## src/wpta_pkg.sv

```systemverilog
`default_nettype none
package wpta_pkg;
  localparam int CoordBits = 12;
  localparam int CBits     = CoordBits + 1;    // stored coordinate, signed
  localparam int DBits     = CoordBits + 2;    // coordinate delta, signed
  localparam int SqBits    = 2 * CoordBits + 2; // sum of squares
  localparam int CordW     = DBits + 16 + 3;   // CORDIC datapath
  localparam int AngW      = 16;
  localparam int CordIters = 14;

  localparam logic signed [AngW-1:0] PiQ13     = 16'sd25736;
  localparam logic signed [AngW-1:0] HalfPiQ13 = 16'sd12868;
  localparam logic signed [17:0]     TwoPiQ13  = 18'sd51472;

  localparam logic [1:0] CfgMinDist    = 2'd0;
  localparam logic [1:0] CfgDistScale  = 2'd1;
  localparam logic [1:0] CfgAngleScale = 2'd2;

  function automatic logic [AngW-1:0] atan_lut(input logic [3:0] i);
    logic [AngW-1:0] v;
    case (i)
      4'd0: v = 16'd6434;
      4'd1: v = 16'd3798;
      4'd2: v = 16'd2007;
      4'd3: v = 16'd1019;
      4'd4: v = 16'd511;
      4'd5: v = 16'd256;
      4'd6: v = 16'd128;
      4'd7: v = 16'd64;
      4'd8: v = 16'd32;
      4'd9: v = 16'd16;
      4'd10: v = 16'd8;
      4'd11: v = 16'd4;
      4'd12: v = 16'd2;
      4'd13: v = 16'd1;
      default: v = '0;
    endcase
    return v;
  endfunction
endpackage
`default_nettype wire

```

## src/wpta_isqrt.sv

```systemverilog
`default_nettype none
// Digit-by-digit square root, one result bit per cycle.
module wpta_isqrt (
  input  wire         clk_i,
  input  wire         rst_ni,
  input  wire         start_i,
  input  wire  [47:0] rad_i,
  output logic        done_o,
  output logic [23:0] root_o
);
  logic [47:0] rem_q, rem_d;
  logic [23:0] root_q, root_d;
  logic [47:0] src_q, src_d;
  logic [4:0]  cnt_q, cnt_d;
  logic        busy_q, busy_d;
  logic [49:0] trial;
  logic [49:0] acc;

  always_comb begin
    rem_d  = rem_q;
    root_d = root_q;
    src_d  = src_q;
    cnt_d  = cnt_q;
    busy_d = busy_q;
    done_o = 1'b0;
    acc    = {rem_q, src_q[47:46]};
    trial  = {24'd0, root_q, 2'b01};
    if (start_i) begin
      rem_d  = '0;
      root_d = '0;
      src_d  = rad_i;
      cnt_d  = '0;
      busy_d = 1'b1;
    end else if (busy_q) begin
      src_d = {src_q[45:0], 2'b00};
      if (acc >= trial) begin
        rem_d  = 48'(acc - trial);
        root_d = {root_q[22:0], 1'b1};
      end else begin
        rem_d  = acc[47:0];
        root_d = {root_q[22:0], 1'b0};
      end
      cnt_d = cnt_q + 5'd1;
      if (cnt_q == 5'd23) begin
        busy_d = 1'b0;
        done_o = 1'b1;
      end
    end
  end

  always_ff @(posedge clk_i or negedge rst_ni) begin
    if (!rst_ni) begin
      busy_q <= 1'b0;
      cnt_q  <= '0;
    end else begin
      busy_q <= busy_d;
      cnt_q  <= cnt_d;
    end
  end

  always_ff @(posedge clk_i) begin
    rem_q  <= rem_d;
    root_q <= root_d;
    src_q  <= src_d;
  end

  assign root_o = root_d;
endmodule
`default_nettype wire

```

## src/wpta_cordic.sv

```systemverilog
`default_nettype none
// CORDIC vectoring, one micro-rotation per cycle; heading in Q3.13.
module wpta_cordic
  import wpta_pkg::*;
(
  input  wire                         clk_i,
  input  wire                         rst_ni,
  input  wire                         start_i,
  input  wire  signed [DBits-1:0]     vx_i,
  input  wire  signed [DBits-1:0]     vy_i,
  output logic                        done_o,
  output logic signed [AngW-1:0]      ang_o
);
  // iteration mark for a vertical vector: no rotation, finish next cycle
  localparam logic [3:0] IterSkip = 4'hF;

  logic signed [CordW-1:0] x_q, x_d, y_q, y_d, xs, ys, x0, y0;
  logic signed [AngW-1:0]  z_q, z_d;
  logic [3:0]              i_q, i_d;
  logic                    busy_q, busy_d;

  always_comb begin
    x_d = x_q; y_d = y_q; z_d = z_q; i_d = i_q; busy_d = busy_q;
    done_o = 1'b0;
    x0 = CordW'(vx_i) <<< 16;
    y0 = CordW'(vy_i) <<< 16;
    xs = x_q >>> i_q;
    ys = y_q >>> i_q;
    if (busy_q) begin
      if (i_q == IterSkip) begin
        busy_d = 1'b0;
        done_o = 1'b1;
      end else begin
        if (y_q > 0) begin
          x_d = x_q + ys; y_d = y_q - xs; z_d = z_q + $signed(atan_lut(i_q));
        end else begin
          x_d = x_q - ys; y_d = y_q + xs; z_d = z_q - $signed(atan_lut(i_q));
        end
        i_d = i_q + 4'd1;
        if (i_q == 4'(CordIters - 1)) begin
          busy_d = 1'b0;
          done_o = 1'b1;
        end
      end
    end
    // hand out the finished heading before a new start reloads the registers
    ang_o = z_d;
    if (start_i) begin
      busy_d = 1'b1;
      i_d = '0;
      if (vx_i == '0) begin
        z_d = (vy_i > 0) ? HalfPiQ13 : -HalfPiQ13;
        i_d = IterSkip;
      end else if (vx_i < 0) begin
        z_d = (vy_i >= 0) ? PiQ13 : -PiQ13;
        x_d = -x0; y_d = -y0;
      end else begin
        z_d = '0; x_d = x0; y_d = y0;
      end
    end
  end

  always_ff @(posedge clk_i or negedge rst_ni) begin
    if (!rst_ni) begin
      busy_q <= 1'b0;
      i_q    <= '0;
    end else begin
      busy_q <= busy_d;
      i_q    <= i_d;
    end
  end

  always_ff @(posedge clk_i) begin
    x_q <= x_d; y_q <= y_d; z_q <= z_d;
  end
endmodule
`default_nettype wire

```

## src/waypoint_to_turn_and_advance_top.sv

```systemverilog
`default_nettype none
// Waypoint to turn-and-advance converter.
// Input channel s_axis_*: one item per measured point. tdata holds
// offset_mm[11:0] (signed) then range_mm[23:12]; tuser holds new_path.
// Output channel m_axis_*: tdata holds advance_steps[15:0] then
// turn_steps[31:16] (signed). Config channel cfg_*: index 0 minimum spacing,
// 1 dist_scale, 2 angle_scale; other indexes are ignored. Write only while
// the block is idle; ready is held low while a point is in flight.
// Each point runs through the depth square root and the spacing check; a
// point that gives a result then runs the length square root, two CORDIC
// headings (a vertical vector skips the micro-rotations), the turn wrap and
// two serial scale multiplies, all sequential in one controller. The next
// item is accepted only once the point is stored or dropped, or once its
// result is taken. The bit-serial root, CORDIC and multiply are shared
// units. Only one item is in flight.
// A point too close to the last kept one is dropped with no result; the
// first two kept points of a path are stored and give no result.
// Reset clears the stored path and loads the register defaults. The result
// sits in an output register; while the receiver stalls, hold it and accept
// no new item until it is taken.
module waypoint_to_turn_and_advance_top
  import wpta_pkg::*;
(
  input  wire         clk_i,
  input  wire         rst_ni,
  input  wire         s_axis_tvalid,
  output logic        s_axis_tready,
  input  wire  [23:0] s_axis_tdata,   // offset_mm[11:0], range_mm[23:12]
  input  wire  [0:0]  s_axis_tuser,   // new_path
  output logic        m_axis_tvalid,
  input  wire         m_axis_tready,
  output logic [31:0] m_axis_tdata,   // advance_steps[15:0], turn_steps[31:16]
  input  wire         cfg_valid_i,
  output logic        cfg_ready_o,
  input  wire  [1:0]  cfg_index_i,
  input  wire  [15:0] cfg_data_i
);
  localparam logic [3:0] StIdle  = 4'd0;
  localparam logic [3:0] StDepth = 4'd1;
  localparam logic [3:0] StDist  = 4'd2;
  localparam logic [3:0] StLen   = 4'd3;
  localparam logic [3:0] StH2    = 4'd4;
  localparam logic [3:0] StH1    = 4'd5;
  localparam logic [3:0] StWrap  = 4'd6;
  localparam logic [3:0] StMulA  = 4'd7;
  localparam logic [3:0] StMulT  = 4'd8;
  localparam logic [3:0] StOut   = 4'd9;

  logic [3:0] st_q, st_d;
  logic [7:0]  spacing_q;
  logic [15:0] dist_scale_q, angle_scale_q;
  logic signed [CBits-1:0] lx_q, ly_q, bx_q, by_q, px_q, py_q;
  logic [1:0]  held_q;
  logic signed [DBits-1:0] dx_q, dy_q;
  logic [23:0] len_q;
  logic signed [AngW-1:0] h2_q;
  logic signed [17:0] t_q;
  logic [40:0] acc_q;      // serial product
  logic [4:0]  mcnt_q;
  logic [31:0] out_q;
  logic        out_v_q;

  // square root and CORDIC units
  logic        sq_start, sq_done;
  logic [47:0] sq_rad;
  logic [23:0] sq_root;
  logic        co_start, co_done;
  logic signed [DBits-1:0] co_vx, co_vy;
  logic signed [AngW-1:0]  co_ang;

  wpta_isqrt u_sqrt (
    .clk_i, .rst_ni, .start_i(sq_start), .rad_i(sq_rad),
    .done_o(sq_done), .root_o(sq_root)
  );
  wpta_cordic u_cordic (
    .clk_i, .rst_ni, .start_i(co_start), .vx_i(co_vx), .vy_i(co_vy),
    .done_o(co_done), .ang_o(co_ang)
  );

  logic signed [CoordBits-1:0] in_x;
  logic [CoordBits-1:0] in_r;
  logic signed [2*CoordBits+1:0] d2;
  assign in_x = $signed(s_axis_tdata[CoordBits-1:0]);
  assign in_r = s_axis_tdata[2*CoordBits-1:CoordBits];
  assign d2 = $signed({2'b00, 24'(in_r * in_r)}) - $signed(26'(in_x * in_x));

  assign s_axis_tready = (st_q == StIdle) && !out_v_q;
  assign cfg_ready_o   = (st_q == StIdle);
  assign m_axis_tvalid = out_v_q;
  assign m_axis_tdata  = out_q;

  logic s_fire;
  assign s_fire = s_axis_tvalid && s_axis_tready;

  logic [15:0] mul_b;
  logic [40:0] acc_add;
  logic [17:0] t_abs;
  logic signed [17:0] t_raw;
  logic [24:0] mag;
  logic [24:0] advr;
  logic [DBits*2-1:0] sq_x, sq_y;
  logic [SqBits-1:0] s_live;
  logic too_close;
  assign t_raw = 18'(h2_q) - 18'(co_ang);
  assign t_abs = t_q[17] ? 18'(-t_q) : t_q;
  assign mul_b = (st_q == StMulA) ? dist_scale_q : angle_scale_q;
  // shift-add: one multiplier bit a cycle, LSB first
  assign acc_add = mul_b[mcnt_q[3:0]]
    ? 41'(acc_q + (((st_q == StMulA) ? 41'(len_q) : 41'(t_abs)) << mcnt_q[3:0]))
    : acc_q;
  assign advr = 25'((acc_add + 41'd32768) >> 16);
  assign mag  = 25'((acc_add + 41'd1048576) >> 21);
  assign sq_x = dx_q * dx_q;
  assign sq_y = dy_q * dy_q;
  assign s_live = SqBits'(sq_x + sq_y);
  // drop the point when it lies within the minimum spacing of the last kept one
  assign too_close = (held_q != 2'd0) && (s_live < SqBits'(spacing_q * spacing_q));

  always_comb begin
    st_d = st_q;
    sq_start = 1'b0;
    sq_rad = '0;
    co_start = 1'b0;
    co_vx = dx_q;
    co_vy = dy_q;
    unique case (st_q)
      StIdle: if (s_fire) begin
        sq_start = 1'b1;
        sq_rad = (d2 > 0) ? 48'(d2) : '0;
        st_d = StDepth;
      end
      StDepth: if (sq_done) st_d = StDist;
      StDist: begin
        if (too_close) st_d = StIdle;
        else if (held_q != 2'd2) st_d = StIdle;
        else begin
          sq_start = 1'b1;
          sq_rad = 48'(s_live) << 16;
          st_d = StLen;
        end
      end
      StLen: if (sq_done) begin
        co_start = 1'b1;
        st_d = StH2;
      end
      StH2: if (co_done) begin
        co_start = 1'b1;
        co_vx = DBits'(lx_q) - DBits'(bx_q);
        co_vy = DBits'(ly_q) - DBits'(by_q);
        st_d = StH1;
      end
      StH1: begin
        co_vx = DBits'(lx_q) - DBits'(bx_q);
        co_vy = DBits'(ly_q) - DBits'(by_q);
        if (co_done) st_d = StWrap;
      end
      StWrap: st_d = StMulA;
      StMulA: if (mcnt_q == 5'd15) st_d = StMulT;
      StMulT: if (mcnt_q == 5'd15) st_d = StOut;
      StOut: st_d = StIdle;
      default: st_d = StIdle;
    endcase
  end

  always_ff @(posedge clk_i or negedge rst_ni) begin
    if (!rst_ni) begin
      st_q <= StIdle;
      spacing_q <= 8'd5;
      dist_scale_q <= 16'd1969;
      angle_scale_q <= 16'd52677;
      lx_q <= '0; ly_q <= '0; bx_q <= '0; by_q <= '0;
      held_q <= '0;
      out_v_q <= 1'b0;
      mcnt_q <= '0;
    end else begin
      st_q <= st_d;
      if (cfg_valid_i && cfg_ready_o) begin
        unique case (cfg_index_i)
          CfgMinDist:    spacing_q <= cfg_data_i[7:0];
          CfgDistScale:  dist_scale_q <= cfg_data_i;
          CfgAngleScale: angle_scale_q <= cfg_data_i;
          default: ;
        endcase
      end
      if (m_axis_tvalid && m_axis_tready) out_v_q <= 1'b0;
      if (s_fire && s_axis_tuser[0]) held_q <= '0;
      // first or second point of a path: store it now
      if (st_q == StDist && !too_close && held_q != 2'd2) begin
        bx_q <= lx_q; by_q <= ly_q;
        lx_q <= px_q; ly_q <= py_q;
        held_q <= held_q + 2'd1;
      end
      if (st_q == StMulA || st_q == StMulT) mcnt_q <= (mcnt_q == 5'd15) ? '0 : mcnt_q + 5'd1;
      if (st_q == StOut) begin
        // advance the history once both headings are taken
        bx_q <= lx_q; by_q <= ly_q;
        lx_q <= px_q; ly_q <= py_q;
        out_v_q <= 1'b1;
      end
    end
  end

  always_ff @(posedge clk_i) begin
    if (s_fire) px_q <= CBits'(in_x);
    if (st_q == StDepth && sq_done) begin
      py_q <= CBits'({1'b0, sq_root[CoordBits-1:0]});
      dx_q <= DBits'(px_q) - DBits'(lx_q);
      dy_q <= DBits'({1'b0, sq_root[CoordBits-1:0]}) - DBits'(ly_q);
    end
    if (st_q == StLen && sq_done) len_q <= sq_root;
    if (st_q == StH2 && co_done) h2_q <= co_ang;
    if (st_q == StH1 && co_done) begin
      t_q <= t_raw;
    end
    if (st_q == StWrap) begin
      if (t_q > 18'sd25736) t_q <= t_q - TwoPiQ13;
      else if (t_q < -18'sd25736) t_q <= t_q + TwoPiQ13;
      acc_q <= '0;
    end
    if (st_q == StMulA && mcnt_q == 5'd15) acc_q <= '0;
    else if (st_q == StMulA || st_q == StMulT) acc_q <= acc_add;
    if (st_q == StMulA && mcnt_q == 5'd15) begin
      out_q[15:0] <= (advr[24:16] != '0) ? 16'hFFFF : advr[15:0];
    end
    if (st_q == StMulT && mcnt_q == 5'd15) begin
      if (t_q[17]) out_q[31:16] <= (mag > 25'd32768) ? 16'h8000 : 16'(-mag);
      else out_q[31:16] <= (mag > 25'd32767) ? 16'h7FFF : mag[15:0];
    end
  end

  property p_no_accept_busy;
    @(posedge clk_i) disable iff (!rst_ni) (st_q != StIdle) |-> !s_axis_tready;
  endproperty
  a_no_accept_busy: assert property (p_no_accept_busy) else $error("ready while busy");

  property p_out_only_after;
    @(posedge clk_i) disable iff (!rst_ni) $rose(m_axis_tvalid) |-> $past(st_q) == StOut;
  endproperty
  a_out_only_after: assert property (p_out_only_after) else $error("stray result");

  property p_held_range;
    @(posedge clk_i) disable iff (!rst_ni) held_q != 2'd3;
  endproperty
  a_held_range: assert property (p_held_range) else $error("bad point count");
endmodule
`default_nettype wire
```

## config.mk

```make
export PLATFORM = sky130hd
export DESIGN_NAME = waypoint_to_turn_and_advance_top
export DESIGN_NICKNAME = d
export VERILOG_FILES = /design/src/wpta_pkg.sv /design/src/wpta_isqrt.sv /design/src/wpta_cordic.sv /design/src/waypoint_to_turn_and_advance_top.sv
export SDC_FILE = /design/constraint.sdc
export NUM_CORES = 2
export LEC_CHECK = 0
export BUFFER_PORTS_ARGS = -buffer_cell sky130_fd_sc_hd__buf_2
export CORE_UTILIZATION = 50
export DETAILED_ROUTE_END_ITERATION = 10
export GPL_ROUTABILITY_DRIVEN = 0
export PLACE_DENSITY = 0.68
export SYNTH_ARGS = -nofsm -noshare
export SYNTH_HDL_FRONTEND = slang
export SYNTH_SLANG_ARGS = --single-unit
```

## constraint.sdc

```tcl
create_clock -name clk_i -period 14.05 [get_ports clk_i]
set_clock_uncertainty 0.2 [all_clocks]
set_input_delay 0.7025 -clock clk_i [delete_from_list [all_inputs] [get_ports clk_i]]
set_output_delay 0.7025 -clock clk_i [all_outputs]
set_load 0.03 [all_outputs]
```

==> flow_summary.yaml <==
run_status:
  status: "complete, no violations"
layout:
  layout-drive-gt1-share_pct: 7.06
  fin_nets: 8295
  area.growth.synth_to_final_pct: 6.08
  layout_utilization_pct: 53.4
  n_fill_cell: 11400
  design_area_sq_um: 67000
placement:
  io_buffer_count: 82
  placed_area_sq_um: 64800
  post-dp-hpwl_mm: 127
  place_worst_setup_slack_ns: 1.93
global_routing:
  antenna_found_initial: 10
  globalRouteTotalUtil_pct: 25.2
  first_global_vias: 50100
  grt_start_max_net_pins: 96
  grt-ovfl-total: 0
  first_pass_grt_wire_length_mm: 262
setup_path:
  critPathSlowestCell: "edfxtp_1"
  regToRegSetupSlack_ns: 1.74
  highest_fanout_seen_on_the_critical_path: 39
  worst_r2r_startpoint: "dy_q[5]"
  critPathLaunch: "dy_q[5]"
  worstSetupPathType: "reg2reg"
  setup.worst_path.end_class: "flop"
  crit_path_frequent_cell: "o21ai_0"
  critPathCapture: "dy_q[11]"
  cp_data_required_time_ns: 14.24
  worst_ep_arrival_ns: 12.50
  worst_setup_path_start_kind: "flop"
  destination_of_the_worst_register_to_register_timing_path: "dy_q[11]"
  slowest_cell_delay_on_critical_path_ns: 0.65
  r2r_cells: 46
floorplan:
  die_width_um: 357
  initial_standard_cell_utilization_of_the_core_pct: 50.4
  placement_rows: 130
  io-pin-count: 83
  fp.dieArea_sq_um: 128000
  core_box_area_sq_um: 125000
  chipHeight_um: 357
logic_synthesis:
  ys_async_sr_fraction_pct: 22.4
  post-synth-top-count-cell: "inv_1"
  cell_type_with_the_highest_aggregate_area_in_the_netlist: "fa_1"
  synth_warnings: 0
  dominant_register_cell_in_the_synthesized_netlist: "dfxtp_1"
  synth_top_cells_by_count: "inv_1, nand2_1, fa_1"
  post-synth-top-area-fraction_pct: 19.9
  yosys-top-cells-area: "fa_1, ha_1, edfxtp_1"
  syn_area_per_cell_sq_um: 8.75
  post_synth_instance_area_sq_um: 63100
  ys_ff_latch: 496
  yosysSeqAreaShare_pct: 19.4
  synth-edff-count: 176
  postSynthCellCount: 7216
  post_synth_num_cell_types: 101
flow_run:
  max_cap_violations: 0
timing:
  worstMarginPinSlew_ns: 1.09
  setup_viol_count_final: 0
  timing.setup.tns_ns: 0
  slew-limit-headroom_pct: 26.4
  period_needed_ns: 12.31
  final_min_period_over_clock_period_pct: 87.6
  number_of_slew_limit_violations_in_the_final_report: 0
  final_hold_viol_count: 0
  rsz0062_at_grt: "no"
  maxClockFrequency_mhz: 81.2
  postLayoutSetupSlackWorst_ns: 1.74
clocking:
  tritoncts_buffers: 57
  htree_num_levels: 2
  cts.sinks: 496
  clock_latency_at_the_later_pin_of_the_worst_skew_pair_ns: 0.67
  ctsHoldBuffers: 2
  cts.path.max_buffers: 3
  path_clk_slew_ns: 0.07
  cts_setup_buffers: 0
  clock_tree_from_tritoncts: "done"
  cts.repair.resized: 0
  clk_root_buffer_cell: "clkbuf_16"
detailed_routing:
  vias: 50000
  drc: 0
  route.detailed.wl_per_inst_um: 18.1
  detail-route-antenna-nets: 0
  post_drt_via_cell_ratio: 5.68
  dr.pass1.iters: 8
  wirelength_mm: 160
  dr.first_iter.drc_count: 3633
hold_path:
  worstHoldPathCells: 2
  worst_hold_path_type: "in2reg"
registers in the layout, indices dropped and copies added (netlist names), 18 cells and up:
register and count:
u_sqrt.src_q 48, t_q 18, u_cordic.y_q 33, u_sqrt.rem_q 48, acc_q 41, len_q 24, u_cordic.x_q 33, m_axis_tdata 32
u_sqrt.root_q 24
cell type report:
| cell class | count | area (sq um) | area share [%] |
|---|---|---|---|
| timing repair buffer | 134 | 808 | 1.21 |
| inverter | 1018 | 3820 | 5.70 |
| antenna | 1 | 2.50 | 0.00374 |
| clock inverter | 41 | 596 | 0.889 |
| multi-input combinational | 5388 | 45900 | 68.5 |
| clock buffer | 66 | 1520 | 2.27 |
| sequential | 496 | 12300 | 18.3 |
| tap | 1650 | 2060 | 3.08 |
cell usage in the layout, fill, tap and decap left out, types with 37 or more instances in the layout:
master / synthesis / layout
a211oi_1: 105 / 105
a21o_1: 124 / 124
a21oi_1: 429 / 428
a31oi_1: 67 / 65
and2_1: 201 / 202
and3_1: 48 / 48
buf_2: 24 / 81
buf_4: 5 / 51
clkbuf_16: 0 / 59
dfrtp_1: 93 / 87
dfxtp_1: 209 / 209
edfxtp_1: 176 / 176
fa_1: 629 / 629
ha_1: 523 / 523
inv_1: 1013 / 1013
mux2_2: 104 / 104
mux2i_1: 155 / 154
mux4_2: 64 / 64
nand2_1: 649 / 647
nand2b_1: 77 / 77
nand3_1: 99 / 99
nand4_1: 37 / 37
nor2_1: 599 / 595
nor2b_1: 79 / 79
nor3_1: 120 / 119
o21a_1: 39 / 39
o21ai_0: 321 / 320
xnor2_1: 246 / 246
xor2_1: 179 / 179
stage by stage:
| stage | hold WS [ns] | std cells |
|---|---|---|
| 2_1_floorplan | 0.207 | 7217 |
| 3_3_place_gp | 0.256 | 8684 |
| 3_5_place_dp | 0.267 | 8684 |
| 4_1_cts | 0.0518 | 8793 |
| 5_1_grt | 0.0721 | 8793 |
| 6_report | 0.0880 | 8794 |
kinds of logic after synthesis:
logic type,Yosys count,share of synthesized area [%]
AND/OR/NAND/NOR,2084,15.7
buffers and inverters,1333,8.07
other,2,0.0119
XOR/XNOR,425,5.89
adder cells (fa/ha/maj),1152,30.3
AO/OA/AOI/OAI,1401,14.0
multiplexers,323,6.59
flip-flops,496,19.4
worst max-delay path: cells and delay by family (launching register included):
kind            cells  cell delay, ns
flops               1            0.65
simple gates       11            2.79
xor+xnor            1            0.15
buf+inv             4            0.44
fa+ha+maj          11            4.46
compound gates     19            3.30
worst min-delay path by stage:
stage                    from           endpoint  slack [ns]
2_1_floorplan          rst_ni  angle_scale_q[12]        0.21
3_3_place_gp        acc_q[11]          acc_q[11]        0.26
3_5_place_dp          py_q[1]            ly_q[1]        0.27
4_1_cts        cfg_data_i[15]   dist_scale_q[15]        0.05
5_1_grt        cfg_data_i[10]  angle_scale_q[10]        0.07
6_report       cfg_data_i[15]   dist_scale_q[15]        0.09
routing by layer:
| layer | track usage (%) | vias up | routed length (um) |
|---|---|---|---|
| li1 | - | 24000 | - |
| met3 | 2.84 | 269 | 7830 |
| met2 | 43.1 | 1322 | 76700 |
| met4 | 7.91 | 10 | 5250 |
| met1 | 33.3 | 24400 | 69700 |
| met5 | 0 | - | 69 |
Power is not shown: default switching activity piles up to over one toggle a cycle in this logic, so the estimate is an artifact.
